<file path="config.mk">
export PLATFORM = sky130hd
export DESIGN_NAME = sha256_message_hasher
export DESIGN_NICKNAME = d
export VERILOG_FILES = /design/src/rtl/sha256_pkg.sv /design/src/rtl/sha256_message_hasher.sv /design/src/rtl/sha256_dp.sv /design/src/rtl/sha256_ctrl.sv
export SDC_FILE = /design/constraint.sdc
export NUM_CORES = 2
export LEC_CHECK = 0
export ABC_AREA = 1
export ABC_CLOCK_PERIOD_IN_PS = 23700
export BUFFER_PORTS_ARGS = -buffer_cell sky130_fd_sc_hd__buf_2
export CORE_MARGIN = 5
export CORE_UTILIZATION = 25
export DETAILED_ROUTE_END_ITERATION = 10
export HOLD_SLACK_MARGIN = 0.15
export PLACE_DENSITY = 0.37
export RECOVER_POWER = 50
export SYNTH_ARGS = -nofsm -noshare
export SYNTH_HDL_FRONTEND = slang
export SYNTH_SLANG_ARGS = --single-unit
</file>
<file path="constraint.sdc">
create_clock -name clk -period 23.7 [get_ports clk]
set_input_delay 3.555 -clock clk [delete_from_list [all_inputs] [get_ports clk]]
set_output_delay 3.555 -clock clk [all_outputs]
set_load 0.005 [all_outputs]
</file>
<file path="src/rtl/sha256_pkg.sv">
// ----------------------------------------------------------------------------
// sha256_pkg: shared types, constants and functions of the SHA-256 hasher
// Controller states, datapath command and status records, round constants,
// initial hash words and the sigma functions.
// ----------------------------------------------------------------------------
package sha256_pkg;

  typedef enum logic [2:0] {
    ST_IDLE,
    ST_PAD_MARK,
    ST_PAD_ZERO,
    ST_PAD_LEN,
    ST_ROUND,
    ST_FINAL,
    ST_OUT
  } state_t;

  typedef enum logic [1:0] {
    BYTE_IN,
    BYTE_MARK,
    BYTE_ZERO,
    BYTE_LEN
  } byte_sel_t;

  localparam logic [7:0] PAD_MARK_BYTE = 8'h80;
  localparam logic [5:0] LEN_START     = 6'd56;
  localparam logic [5:0] FILL_LAST     = 6'd63;
  localparam logic [5:0] ROUND_LAST    = 6'd63;
  localparam logic [2:0] WORD_LAST     = 3'd7;

  typedef struct packed {
    logic      write_byte;
    byte_sel_t byte_sel;
    logic      count_len;
    logic      load_work;
    logic      round;
    logic      finish;
    logic      init;
    logic      shift_out;
  } dp_cmd_t;

  typedef struct packed {
    logic fill_last;
    logic fill_at_len;
    logic round_last;
  } dp_stat_t;

  function automatic logic [31:0] rotr(input logic [31:0] x, input int n);
    logic [63:0] d;
    d = {x, x} >> n;
    return d[31:0];
  endfunction

  function automatic logic [31:0] bsig0(input logic [31:0] x);
    return rotr(x, 2) ^ rotr(x, 13) ^ rotr(x, 22);
  endfunction

  function automatic logic [31:0] bsig1(input logic [31:0] x);
    return rotr(x, 6) ^ rotr(x, 11) ^ rotr(x, 25);
  endfunction

  function automatic logic [31:0] ssig0(input logic [31:0] x);
    return rotr(x, 7) ^ rotr(x, 18) ^ (x >> 3);
  endfunction

  function automatic logic [31:0] ssig1(input logic [31:0] x);
    return rotr(x, 17) ^ rotr(x, 19) ^ (x >> 10);
  endfunction

  function automatic logic [31:0] iv_word(input logic [2:0] idx);
    logic [31:0] v;
    case (idx)
      3'd0:    v = 32'h6a09e667;
      3'd1:    v = 32'hbb67ae85;
      3'd2:    v = 32'h3c6ef372;
      3'd3:    v = 32'ha54ff53a;
      3'd4:    v = 32'h510e527f;
      3'd5:    v = 32'h9b05688c;
      3'd6:    v = 32'h1f83d9ab;
      default: v = 32'h5be0cd19;
    endcase
    return v;
  endfunction

  function automatic logic [31:0] round_k(input logic [5:0] t);
    logic [31:0] k;
    case (t)
      6'd0:    k = 32'h428a2f98;
      6'd1:    k = 32'h71374491;
      6'd2:    k = 32'hb5c0fbcf;
      6'd3:    k = 32'he9b5dba5;
      6'd4:    k = 32'h3956c25b;
      6'd5:    k = 32'h59f111f1;
      6'd6:    k = 32'h923f82a4;
      6'd7:    k = 32'hab1c5ed5;
      6'd8:    k = 32'hd807aa98;
      6'd9:    k = 32'h12835b01;
      6'd10:   k = 32'h243185be;
      6'd11:   k = 32'h550c7dc3;
      6'd12:   k = 32'h72be5d74;
      6'd13:   k = 32'h80deb1fe;
      6'd14:   k = 32'h9bdc06a7;
      6'd15:   k = 32'hc19bf174;
      6'd16:   k = 32'he49b69c1;
      6'd17:   k = 32'hefbe4786;
      6'd18:   k = 32'h0fc19dc6;
      6'd19:   k = 32'h240ca1cc;
      6'd20:   k = 32'h2de92c6f;
      6'd21:   k = 32'h4a7484aa;
      6'd22:   k = 32'h5cb0a9dc;
      6'd23:   k = 32'h76f988da;
      6'd24:   k = 32'h983e5152;
      6'd25:   k = 32'ha831c66d;
      6'd26:   k = 32'hb00327c8;
      6'd27:   k = 32'hbf597fc7;
      6'd28:   k = 32'hc6e00bf3;
      6'd29:   k = 32'hd5a79147;
      6'd30:   k = 32'h06ca6351;
      6'd31:   k = 32'h14292967;
      6'd32:   k = 32'h27b70a85;
      6'd33:   k = 32'h2e1b2138;
      6'd34:   k = 32'h4d2c6dfc;
      6'd35:   k = 32'h53380d13;
      6'd36:   k = 32'h650a7354;
      6'd37:   k = 32'h766a0abb;
      6'd38:   k = 32'h81c2c92e;
      6'd39:   k = 32'h92722c85;
      6'd40:   k = 32'ha2bfe8a1;
      6'd41:   k = 32'ha81a664b;
      6'd42:   k = 32'hc24b8b70;
      6'd43:   k = 32'hc76c51a3;
      6'd44:   k = 32'hd192e819;
      6'd45:   k = 32'hd6990624;
      6'd46:   k = 32'hf40e3585;
      6'd47:   k = 32'h106aa070;
      6'd48:   k = 32'h19a4c116;
      6'd49:   k = 32'h1e376c08;
      6'd50:   k = 32'h2748774c;
      6'd51:   k = 32'h34b0bcb5;
      6'd52:   k = 32'h391c0cb3;
      6'd53:   k = 32'h4ed8aa4a;
      6'd54:   k = 32'h5b9cca4f;
      6'd55:   k = 32'h682e6ff3;
      6'd56:   k = 32'h748f82ee;
      6'd57:   k = 32'h78a5636f;
      6'd58:   k = 32'h84c87814;
      6'd59:   k = 32'h8cc70208;
      6'd60:   k = 32'h90befffa;
      6'd61:   k = 32'ha4506ceb;
      6'd62:   k = 32'hbef9a3f7;
      default: k = 32'hc67178f2;
    endcase
    return k;
  endfunction

endpackage

</file>
<file path="src/rtl/sha256_message_hasher.sv">
// ----------------------------------------------------------------------------
// sha256_message_hasher: byte-stream SHA-256 hasher
// Takes message bytes one per word, pads at end of message, emits the digest.
// ----------------------------------------------------------------------------
// A message enters one byte per input word; a word may instead (or also) carry
// the end-of-message flag, so an empty message is fine. While a block fills,
// the block takes one word per cycle. The 64th byte of a block starts the
// compression: the rounds of the single shared round unit, then a step that
// folds the result into the chain words, all with in_stall high. At end
// of message the block appends the 0x80 marker, zeros and the 64-bit length one
// byte per cycle outside the compressions (with one pass-through step at offset
// 56), running one or two further compressions, then presents the eight
// digest words h0 first on the output channel. Input stays stalled until
// the last digest word is taken; the hasher then starts a fresh message.
// ----------------------------------------------------------------------------
module sha256_message_hasher (
  input  logic        clk,
  input  logic        rst_n,
  // input channel
  input  logic        in_valid,
  output logic        in_stall,
  input  logic [7:0]  in_data_byte,
  input  logic        in_byte_valid,
  input  logic        in_end_of_message,
  // result channel
  output logic        out_valid,
  input  logic        out_stall,
  output logic [31:0] out_digest_word,
  output logic [2:0]  out_word_index,
  output logic        out_last_word
);
  import sha256_pkg::*;

  dp_cmd_t  cmd;
  dp_stat_t stat;

  // Controller: owns the handshakes and sequences the datapath.
  sha256_ctrl u_ctrl (
    .clk               (clk),
    .rst_n             (rst_n),
    .in_valid          (in_valid),
    .in_byte_valid     (in_byte_valid),
    .in_end_of_message (in_end_of_message),
    .in_stall          (in_stall),
    .out_valid         (out_valid),
    .out_stall         (out_stall),
    .word_index        (out_word_index),
    .last_word         (out_last_word),
    .stat              (stat),
    .cmd               (cmd)
  );

  // Datapath: block window, schedule, round unit, chain words.
  sha256_dp u_dp (
    .clk         (clk),
    .rst_n       (rst_n),
    .cmd         (cmd),
    .in_byte     (in_data_byte),
    .stat        (stat),
    .digest_word (out_digest_word)
  );

  // Never take input while a digest is on offer.
  a_no_in_during_out: assert property (@(posedge clk) disable iff (!rst_n)
    out_valid |-> in_stall)
    else $error("input open while digest pending");

  // Taking the last digest word reopens the input.
  a_reopen_after_last: assert property (@(posedge clk) disable iff (!rst_n)
    (out_valid && !out_stall && out_last_word) |=> !in_stall)
    else $error("input not reopened after last digest word");

  // Digest words advance one index at a time without a gap.
  a_word_advance: assert property (@(posedge clk) disable iff (!rst_n)
    (out_valid && !out_stall && !out_last_word) |=>
      (out_valid && (out_word_index == 3'($past(out_word_index) + 3'd1))))
    else $error("digest word index did not advance");

endmodule

</file>
<file path="src/rtl/sha256_dp.sv">
// ----------------------------------------------------------------------------
// sha256_dp: SHA-256 datapath
// Block window, message schedule, shared round unit, chain words and length.
// ----------------------------------------------------------------------------
module sha256_dp (
  input  logic                 clk,
  input  logic                 rst_n,
  input  sha256_pkg::dp_cmd_t  cmd,
  input  logic [7:0]           in_byte,
  output sha256_pkg::dp_stat_t stat,
  output logic [31:0]          digest_word
);
  import sha256_pkg::*;

  logic [31:0] w_r  [16];
  logic [31:0] wk_r [8];
  logic [31:0] h_r  [8];
  logic [5:0]  fill_r;
  logic [63:0] len_r;
  logic [5:0]  rnd_r;

  logic [7:0]  wr_byte;
  logic [31:0] w_new;
  logic [31:0] t1;
  logic [31:0] t2;
  logic [31:0] ch;
  logic [31:0] maj;

  // Pick the byte to append; length bytes go out most significant first.
  always_comb begin
    case (cmd.byte_sel)
      BYTE_IN:   wr_byte = in_byte;
      BYTE_MARK: wr_byte = PAD_MARK_BYTE;
      BYTE_ZERO: wr_byte = 8'h00;
      BYTE_LEN:  wr_byte = 8'(len_r >> {~fill_r[2:0], 3'b000});
      default:   wr_byte = 8'h00;
    endcase
  end

  assign w_new = ssig1(w_r[14]) + w_r[9] + ssig0(w_r[1]) + w_r[0];
  assign ch    = (wk_r[4] & wk_r[5]) ^ (~wk_r[4] & wk_r[6]);
  assign maj   = (wk_r[0] & wk_r[1]) ^ (wk_r[0] & wk_r[2]) ^ (wk_r[1] & wk_r[2]);
  assign t1    = wk_r[7] + bsig1(wk_r[4]) + ch + round_k(rnd_r) + w_r[0];
  assign t2    = bsig0(wk_r[0]) + maj;

  // Block window: bytes land big-endian; during rounds it slides as the schedule.
  always_ff @(posedge clk) begin
    if (cmd.write_byte) begin
      w_r[fill_r[5:2]][{~fill_r[1:0], 3'b000} +: 8] <= wr_byte;
    end else if (cmd.round) begin
      for (int i = 0; i < 15; i++) begin
        w_r[i] <= w_r[i+1];
      end
      w_r[15] <= w_new;
    end
  end

  always_ff @(posedge clk) begin
    if (cmd.load_work) begin
      for (int i = 0; i < 8; i++) begin
        wk_r[i] <= h_r[i];
      end
    end else if (cmd.round) begin
      wk_r[0] <= t1 + t2;
      wk_r[1] <= wk_r[0];
      wk_r[2] <= wk_r[1];
      wk_r[3] <= wk_r[2];
      wk_r[4] <= wk_r[3] + t1;
      wk_r[5] <= wk_r[4];
      wk_r[6] <= wk_r[5];
      wk_r[7] <= wk_r[6];
    end
  end

  always_ff @(posedge clk) begin
    if (!rst_n || cmd.init) begin
      for (int i = 0; i < 8; i++) begin
        h_r[i] <= iv_word(3'(i));
      end
    end else if (cmd.finish) begin
      for (int i = 0; i < 8; i++) begin
        h_r[i] <= h_r[i] + wk_r[i];
      end
    end else if (cmd.shift_out) begin
      for (int i = 0; i < 8; i++) begin
        h_r[i] <= h_r[3'(i + 1)];
      end
    end
  end

  always_ff @(posedge clk) begin
    if (!rst_n || cmd.init) begin
      fill_r <= '0;
      len_r  <= '0;
    end else begin
      if (cmd.write_byte) begin
        fill_r <= fill_r + 6'd1;
      end
      if (cmd.count_len) begin
        len_r <= len_r + 64'd8;
      end
    end
  end

  always_ff @(posedge clk) begin
    if (!rst_n) begin
      rnd_r <= '0;
    end else if (cmd.round) begin
      rnd_r <= rnd_r + 6'd1;
    end
  end

  assign stat.fill_last   = (fill_r == FILL_LAST);
  assign stat.fill_at_len = (fill_r == LEN_START);
  assign stat.round_last  = (rnd_r == ROUND_LAST);
  assign digest_word      = h_r[0];

endmodule

</file>
<file path="src/rtl/sha256_ctrl.sv">
// ----------------------------------------------------------------------------
// sha256_ctrl: SHA-256 controller
// Sequences byte intake, padding, compression and digest delivery.
// ----------------------------------------------------------------------------
module sha256_ctrl (
  input  logic                 clk,
  input  logic                 rst_n,
  input  logic                 in_valid,
  input  logic                 in_byte_valid,
  input  logic                 in_end_of_message,
  output logic                 in_stall,
  output logic                 out_valid,
  input  logic                 out_stall,
  output logic [2:0]           word_index,
  output logic                 last_word,
  input  sha256_pkg::dp_stat_t stat,
  output sha256_pkg::dp_cmd_t  cmd
);
  import sha256_pkg::*;

  state_t     state_r, state_nxt;
  state_t     ret_r, ret_nxt;
  logic [2:0] word_r, word_nxt;
  logic       out_acc;

  assign out_acc = (state_r == ST_OUT) && !out_stall;

  always_ff @(posedge clk) begin
    if (!rst_n) begin
      state_r <= ST_IDLE;
      ret_r   <= ST_IDLE;
      word_r  <= '0;
    end else begin
      state_r <= state_nxt;
      ret_r   <= ret_nxt;
      word_r  <= word_nxt;
    end
  end

  // Next state
  always_comb begin
    state_nxt = state_r;
    ret_nxt   = ret_r;
    word_nxt  = out_acc ? word_r + 3'd1 : word_r;
    case (state_r)
      ST_IDLE: begin
        if (in_valid) begin
          if (in_byte_valid && stat.fill_last) begin
            state_nxt = ST_ROUND;
            ret_nxt   = in_end_of_message ? ST_PAD_MARK : ST_IDLE;
          end else if (in_end_of_message) begin
            state_nxt = ST_PAD_MARK;
          end
        end
      end
      ST_PAD_MARK: begin
        if (stat.fill_last) begin
          state_nxt = ST_ROUND;
          ret_nxt   = ST_PAD_ZERO;
        end else begin
          state_nxt = ST_PAD_ZERO;
        end
      end
      ST_PAD_ZERO: begin
        if (stat.fill_at_len) begin
          state_nxt = ST_PAD_LEN;
        end else if (stat.fill_last) begin
          state_nxt = ST_ROUND;
          ret_nxt   = ST_PAD_ZERO;
        end
      end
      ST_PAD_LEN: begin
        if (stat.fill_last) begin
          state_nxt = ST_ROUND;
          ret_nxt   = ST_OUT;
        end
      end
      ST_ROUND: begin
        if (stat.round_last) begin
          state_nxt = ST_FINAL;
        end
      end
      ST_FINAL: begin
        state_nxt = ret_r;
      end
      ST_OUT: begin
        if (out_acc && word_r == WORD_LAST) begin
          state_nxt = ST_IDLE;
        end
      end
      default: begin
        state_nxt = ST_IDLE;
      end
    endcase
  end

  // Outputs and datapath commands
  always_comb begin
    cmd          = '0;
    cmd.byte_sel = BYTE_IN;
    in_stall     = 1'b1;
    out_valid    = 1'b0;
    case (state_r)
      ST_IDLE: begin
        in_stall       = 1'b0;
        cmd.write_byte = in_valid && in_byte_valid;
        cmd.count_len  = in_valid && in_byte_valid;
        cmd.load_work  = in_valid && in_byte_valid && stat.fill_last;
      end
      ST_PAD_MARK: begin
        cmd.write_byte = 1'b1;
        cmd.byte_sel   = BYTE_MARK;
        cmd.load_work  = stat.fill_last;
      end
      ST_PAD_ZERO: begin
        cmd.write_byte = !stat.fill_at_len;
        cmd.byte_sel   = BYTE_ZERO;
        cmd.load_work  = !stat.fill_at_len && stat.fill_last;
      end
      ST_PAD_LEN: begin
        cmd.write_byte = 1'b1;
        cmd.byte_sel   = BYTE_LEN;
        cmd.load_work  = stat.fill_last;
      end
      ST_ROUND: begin
        cmd.round = 1'b1;
      end
      ST_FINAL: begin
        cmd.finish = 1'b1;
      end
      ST_OUT: begin
        out_valid     = 1'b1;
        cmd.shift_out = out_acc;
        cmd.init      = out_acc && (word_r == WORD_LAST);
      end
      default: begin
        in_stall = 1'b1;
      end
    endcase
  end

  assign word_index = word_r;
  assign last_word  = (word_r == WORD_LAST);

endmodule
</file>
==> After elaboration in Yosys (flattened, before gate mapping) <==
Memories as Yosys holds them, arrays and structs flattened. A register that Yosys moved wholly into a read port is not among the register bits.
Cells that the tools add are included.
{ "totals": {"regBits": 85, "input_bits": 14, "memories": 4, "word_cells": 197, "ram_bits": 1024, "rom_bits": 2048} }
{ "mem_list": {"columns": ["name", "depth", "word_bits", "rd", "rd_ports_with_merged_regs", "wr", "line", "source"], "rows": [
  ["(name not given)", 64, 32, 1, 1, 0, "sha256_pkg.sv:87", "case (t)"],
  ["u_dp.w_r", 16, 32, 16, 0, 16, "sha256_dp.sv:15", "logic [31:0] w_r [16];"],
  ["u_dp.h_r", 8, 32, 8, 0, 8, "sha256_dp.sv:17", "logic [31:0] h_r [8];"],
  ["u_dp.wk_r", 8, 32, 8, 0, 8, "sha256_dp.sv:16", "logic [31:0] wk_r [8];"]
]} }
{ "classes": {"n_mux": 81, "n_bitwise": 43, "add_sub_neg": 23, "shift": 3, "eq_ne": 20, "n_reduce_logical": 17} }
{ "op_table": {"columns": ["cell", "count"], "rows": [
  ["two-way mux 32 bit", 35],
  ["adder 32 bit", 18],
  ["XOR 32 bit", 9],
  ["bitwise AND 32 bit", 5],
  ["adder 64 x 4 -> 64 bit, second input constant", 1],
  [">> shifter 64 x 6 -> 8 bit", 1],
  ["two-way mux 3 bit", 13],
  ["NOT 32 bit", 1],
  ["one-hot mux 8 bit (4 select lines)", 1],
  ["OR reduction 32 bit", 1],
  ["variable shift 8 x 7 -> 32 bit, first input constant", 1],
  ["indexed part select 8 x 7 -> 32 bit", 1],
  ["XOR 32 x 22 -> 32 bit", 1],
  ["XOR 32 x 29 -> 32 bit", 1],
  ["OR 1 bit", 24],
  ["two-way mux 1 bit", 23],
  ["one-hot mux 3 bit (7 select lines)", 1],
  ["equality test 6 bit, second input constant", 3],
  ["adder 6 x 1 -> 6 bit, second input constant", 2],
  ["equality test 3 bit, second input constant", 4],
  ["two-way mux 6 bit", 2],
  ["one-hot mux 3 bit (4 select lines)", 1],
  ["inequality test 2 bit, second input constant", 4],
  ["negator 5 -> 7 bit", 1],
  ["other kinds (22)", 33]
]} }

==> Depth between registers and ports, before layout <==
{ "logic_depth": {"word_depth": 9, "ltp_mapped": 33, "ltp_nobuf": 32} }

==> By module <==
A second synthesis with hierarchy kept.
{ "hier_totals": {"cells_unflattened": 10073, "hier_area_um2": 80255.7} }
{ "modules_own_cells": {"columns": ["mod", "area_per_inst_um2", "cells_each", "instances"], "rows": [
  ["sha256_dp", 79585.1, 9971, 1],
  ["sha256_ctrl", 670.6, 102, 1]
]} }

==> Least setup slack after synthesis <==
No wires, ideal clock.
{ "synth_timing": {"path_kind": "input to register", "from": "in in_valid", "to": "mem u_dp.wk_r[0][0], enable pin", "path_buffers": 2, "arrival_ns": 9.891, "setup_slack_ns": 13.180, "path_stages": 6, "path_cell_list": "nand2_1 > o211ai_1 > nand3_1 > buf_2 > buf_2 > nand2_1"} }
{ "synth_lines": {"columns": ["item", "line", "source"], "rows": [
  ["start: declaration", "sha256_message_hasher.sv:20", "input logic in_valid,"],
  ["end: declaration", "sha256_dp.sv:16", null]
]} }

==> metrics.md <==
| Metric | Value |
|---|---|
| Layout cells sized above 1 | `3.34%` |
| WP data required | `24350 ps` |
| DRT Pass-1 Iters | `8` |
| Antenna Nets Post-Route | `0` |
| Hold-fix buffers at CTS | `0` |
| Avg Inst Size Synth | `7.99 um^2` |
| Root Driver | `clkbuf_16` |
| GPL Wtd Cong | `0.943` |
| Global Route Usage Sum | `21.3%` |
| VDD IR max | `0.0000534 V` |
| Post-synth EDFFs | `1024` |
| Comb power frac | `26.9%` |
| Rows | `207` |
| Clock network fraction of total power | `37.3%` |
| Yosys warning count | `0` |
| Status | `finished with violations` |
| Drt initial violations | `6824` |
| Worst-margin pin slew | `8830 ps` |
| Num ports | `52` |
| Gr ovfl total | `0` |
| Setup violators final | `0` |
| Full die area | `331000 um^2` |
| Later-pin clock latency in the skew report | `870 ps` |
| Drt wl/cell | `25.7 um` |
| P_sw | `2230 uW` |
| RSZ-0062 raised after global routing | `false` |
| Top cells by instance count after synthesis | `3080 x nand2_1, 1134 x inv_1, 1024 x edfxtp_1` |
| Post-synth top flop | `edfxtp_1` |
| TritonCTS Buffers | `158` |
| Initial antenna violation count | `16` |
| Via count | `71000` |
| Clk pin slew, worst setup/hold paths | `60 ps` |
| Design Power | `6340 uW` |
| TritonCTS Sinks | `1138` |
| Post-Synthesis Cells | `10000` |
| Yosys cell types | `68` |
| Metal1 wirelength | `166000 um` |
| Area share of the largest cell type after synthesis | `38.4%` |
| Ranking of synthesized cells by area | `edfxtp_1 38%, nand2_1 14%, ha_1 6.2%` |
| Setup crit start kind | `flip-flop` |
| Post-Route Setup TNS | `0 ps` |
| Final Non-Filler Cells | `14300` |
| Layout Skew | `88.8 ps` |
| DRC | `0` |
| Post-DP HPWL | `285000 um` |
| CORE AREA | `318000 um^2` |
| Sequential area share after synthesis | `41.3%` |
| First-pass GRT wire length | `515000 um` |
| Post-DP Area | `84700 um^2` |
| Pleak | `0.0378 uW` |
| Mapped cell area | `80000 um^2` |
| Vias in the first global route | `69500` |
| Pin count of the biggest net entering global routing | `177` |
| Met2 wire len | `167000 um` |
| Vias per cell | `4.98` |
| I/O Buffers | `51` |
| Max Fanout on Critical Path | `176` |
| Internal cell power | `4110 uW` |
| Fmax | `0.0722 GHz` |
| #FFs+latches synth | `1138` |
| Critical path type | `reg2reg` |
| Cell Pwr Density | `71.0 nW/um^2` |
| Placed Cells | `14000` |
| Post-CTS setup buffers | `0` |
| Die Width | `576 um` |
| Maximum clock path buffer count | `4` |
| Initial Utilization | `25.1%` |
| Register share of total power | `35.8%` |
| Syn Nets | `10600` |
| Worst Path Arrival | `14510 ps` |
| CP endpoint kind | `flip-flop` |
| TritonCTS clock tree | `yes` |
| Met3 WL | `20600 um` |
| Area leader, netlist | `edfxtp_1` |
| Final Max Slew Viols | `1445` |
| Slew headroom | `-489%` |
| Final nets | `10600` |
| Area grow syn2layout | `11.6%` |
| Final Instance Area | `89300 um^2` |
| Final WL | `367000 um` |
| Switching Fraction | `35.1%` |
| Top-count cell post-synth | `nand2_1` |
| Highest routed layer | `met5` |
| Die Y | `576 um` |
| Maxcap violations | `24` |
| Final min period | `13860 ps` |
| Post-CTS Resized | `0` |
| Async SR Flop Fraction | `0%` |
| H-tree Lvls | `4` |
| Min-delay worst type | `reg2reg` |
| Fin crit share | `58.5%` |
| Failing checks | `capacitance limit, slew limit` |
| Fin. Hold Viols | `0` |
[cells by family (layout without fill, tap and decap cells)]
kind of cell | after synthesis | after routing | share of synthesized area (%)
and+or+nand+nor | 4509 | 4509 | 22.8
AOI/OAI and AO/OA | 1817 | 1817 | 12.5
buffers and inverters | 1525 | 1580 | 7.48
DFF | 1138 | 1138 | 41.3
adders and majority gates | 610 | 610 | 11.3
xor gates and xnor gates | 418 | 418 | 4.58
muxes | 2 | 2 | 0.0250
other | 0 | 7 | 0
[cell usage in the layout (no fill, tap or decap), types with 44 or more instances in the layout]
| master | synthesis | layout |
|---|---|---|
| a21o_1 | 52 | 52 |
| a21oi_1 | 636 | 636 |
| a31oi_1 | 84 | 84 |
| buf_4 | 41 | 50 |
| clkbuf_1 | 254 | 116 |
| clkbuf_16 | 0 | 160 |
| dfxtp_1 | 114 | 114 |
| edfxtp_1 | 1024 | 1024 |
| fa_1 | 195 | 195 |
| ha_1 | 397 | 397 |
| inv_1 | 1134 | 1137 |
| nand2_1 | 3080 | 3081 |
| nand3_1 | 434 | 434 |
| nand4_1 | 105 | 106 |
| nor2_1 | 688 | 690 |
| nor3_1 | 87 | 87 |
| o211ai_1 | 44 | 44 |
| o21ai_0 | 767 | 766 |
| xnor2_1 | 195 | 195 |
| xor2_1 | 223 | 223 |
[flip-flops by register name (all words and copies together) (netlist names), named ones only]
register / flops
u_dp.len_r: 61
u_dp.w_r: 512
u_dp.wk_r: 256
u_ctrl.word_index: 3
u_ctrl.ret_r: 3
u_ctrl.state_r: 3
u_dp.h_r: 256
u_dp.fill_r: 6
u_dp.rnd_r: 6
[per-stage QoR]
stage | utilization, % | hold slack [ps] | worst slack [ps]
after floorplan | - | 444 | 13180
after global placement | 26.6 | 453 | 15500
after detailed placement | 26.6 | 456 | 15420
after CTS | 28.2 | 464 | 16310
after global routing | 28.0 | 503 | 8590
final | 28.1 | 464 | 9840
[layer usage]
| metal | track usage [%] | vias up |
|---|---|---|
| met1 | 29.4 | 35100 |
| met5 | 0 | - |
| met2 | 34.8 | 2361 |
| li1 | - | 33200 |
| met3 | 2.78 | 450 |
| met4 | 6.36 | 2 |
[worst paths after layout]
| path | start | to | slack [ps] | cells past startpoint |
|---|---|---|---|---|
| setup / recovery | u_ctrl.state_r[1]$_SDFFE_PN0P_ | u_dp.w_r[8][1]$_DFFE_PP_ | 9840 | 8 |
| hold / removal | u_dp.w_r[2][15]$_DFFE_PP_ | u_dp.w_r[1][15]$_DFFE_PP_ | 460 | 2 |
| setup reg to reg | u_ctrl.state_r[1]$_SDFFE_PN0P_ | u_dp.w_r[8][1]$_DFFE_PP_ | 9840 | 8 |
| hold reg to reg | u_dp.w_r[2][15]$_DFFE_PP_ | u_dp.w_r[1][15]$_DFFE_PP_ | 460 | 2 |
[power groups by stage]
stage,combinational (uW),sequential [uW],clock (uW)
2_1_floorplan,1090,2290,0
5_1_grt,1880,2270,2500
3_3_place_gp,1690,2310,0
3_5_place_dp,1680,2310,0
4_1_cts,1690,2270,2430
6_report,1710,2270,2360
[layout make-up]
class                   instances  area [um^2]
diodes                          7         17.5
clock buffers                 199         4200
clock inverters                79          739
fillers                     34600       229000
inverters                    1150         4320
multi-input cells            7356        41000
flip-flops and latches       1138        33000
well taps                    4180         5230
repair buffers                152          783
[worst max-delay path, cell delays in order, from the launching register on]
cell,delay [ps]
dfxtp_1,340
inv_1,200
nand2_1,110
nor2_1,840
clkbuf_1,1940
clkbuf_1,6150
clkbuf_1,3190
nand2_1,250
nand2_1,200
No activity file was read; power rests on OpenSTA's default activity.
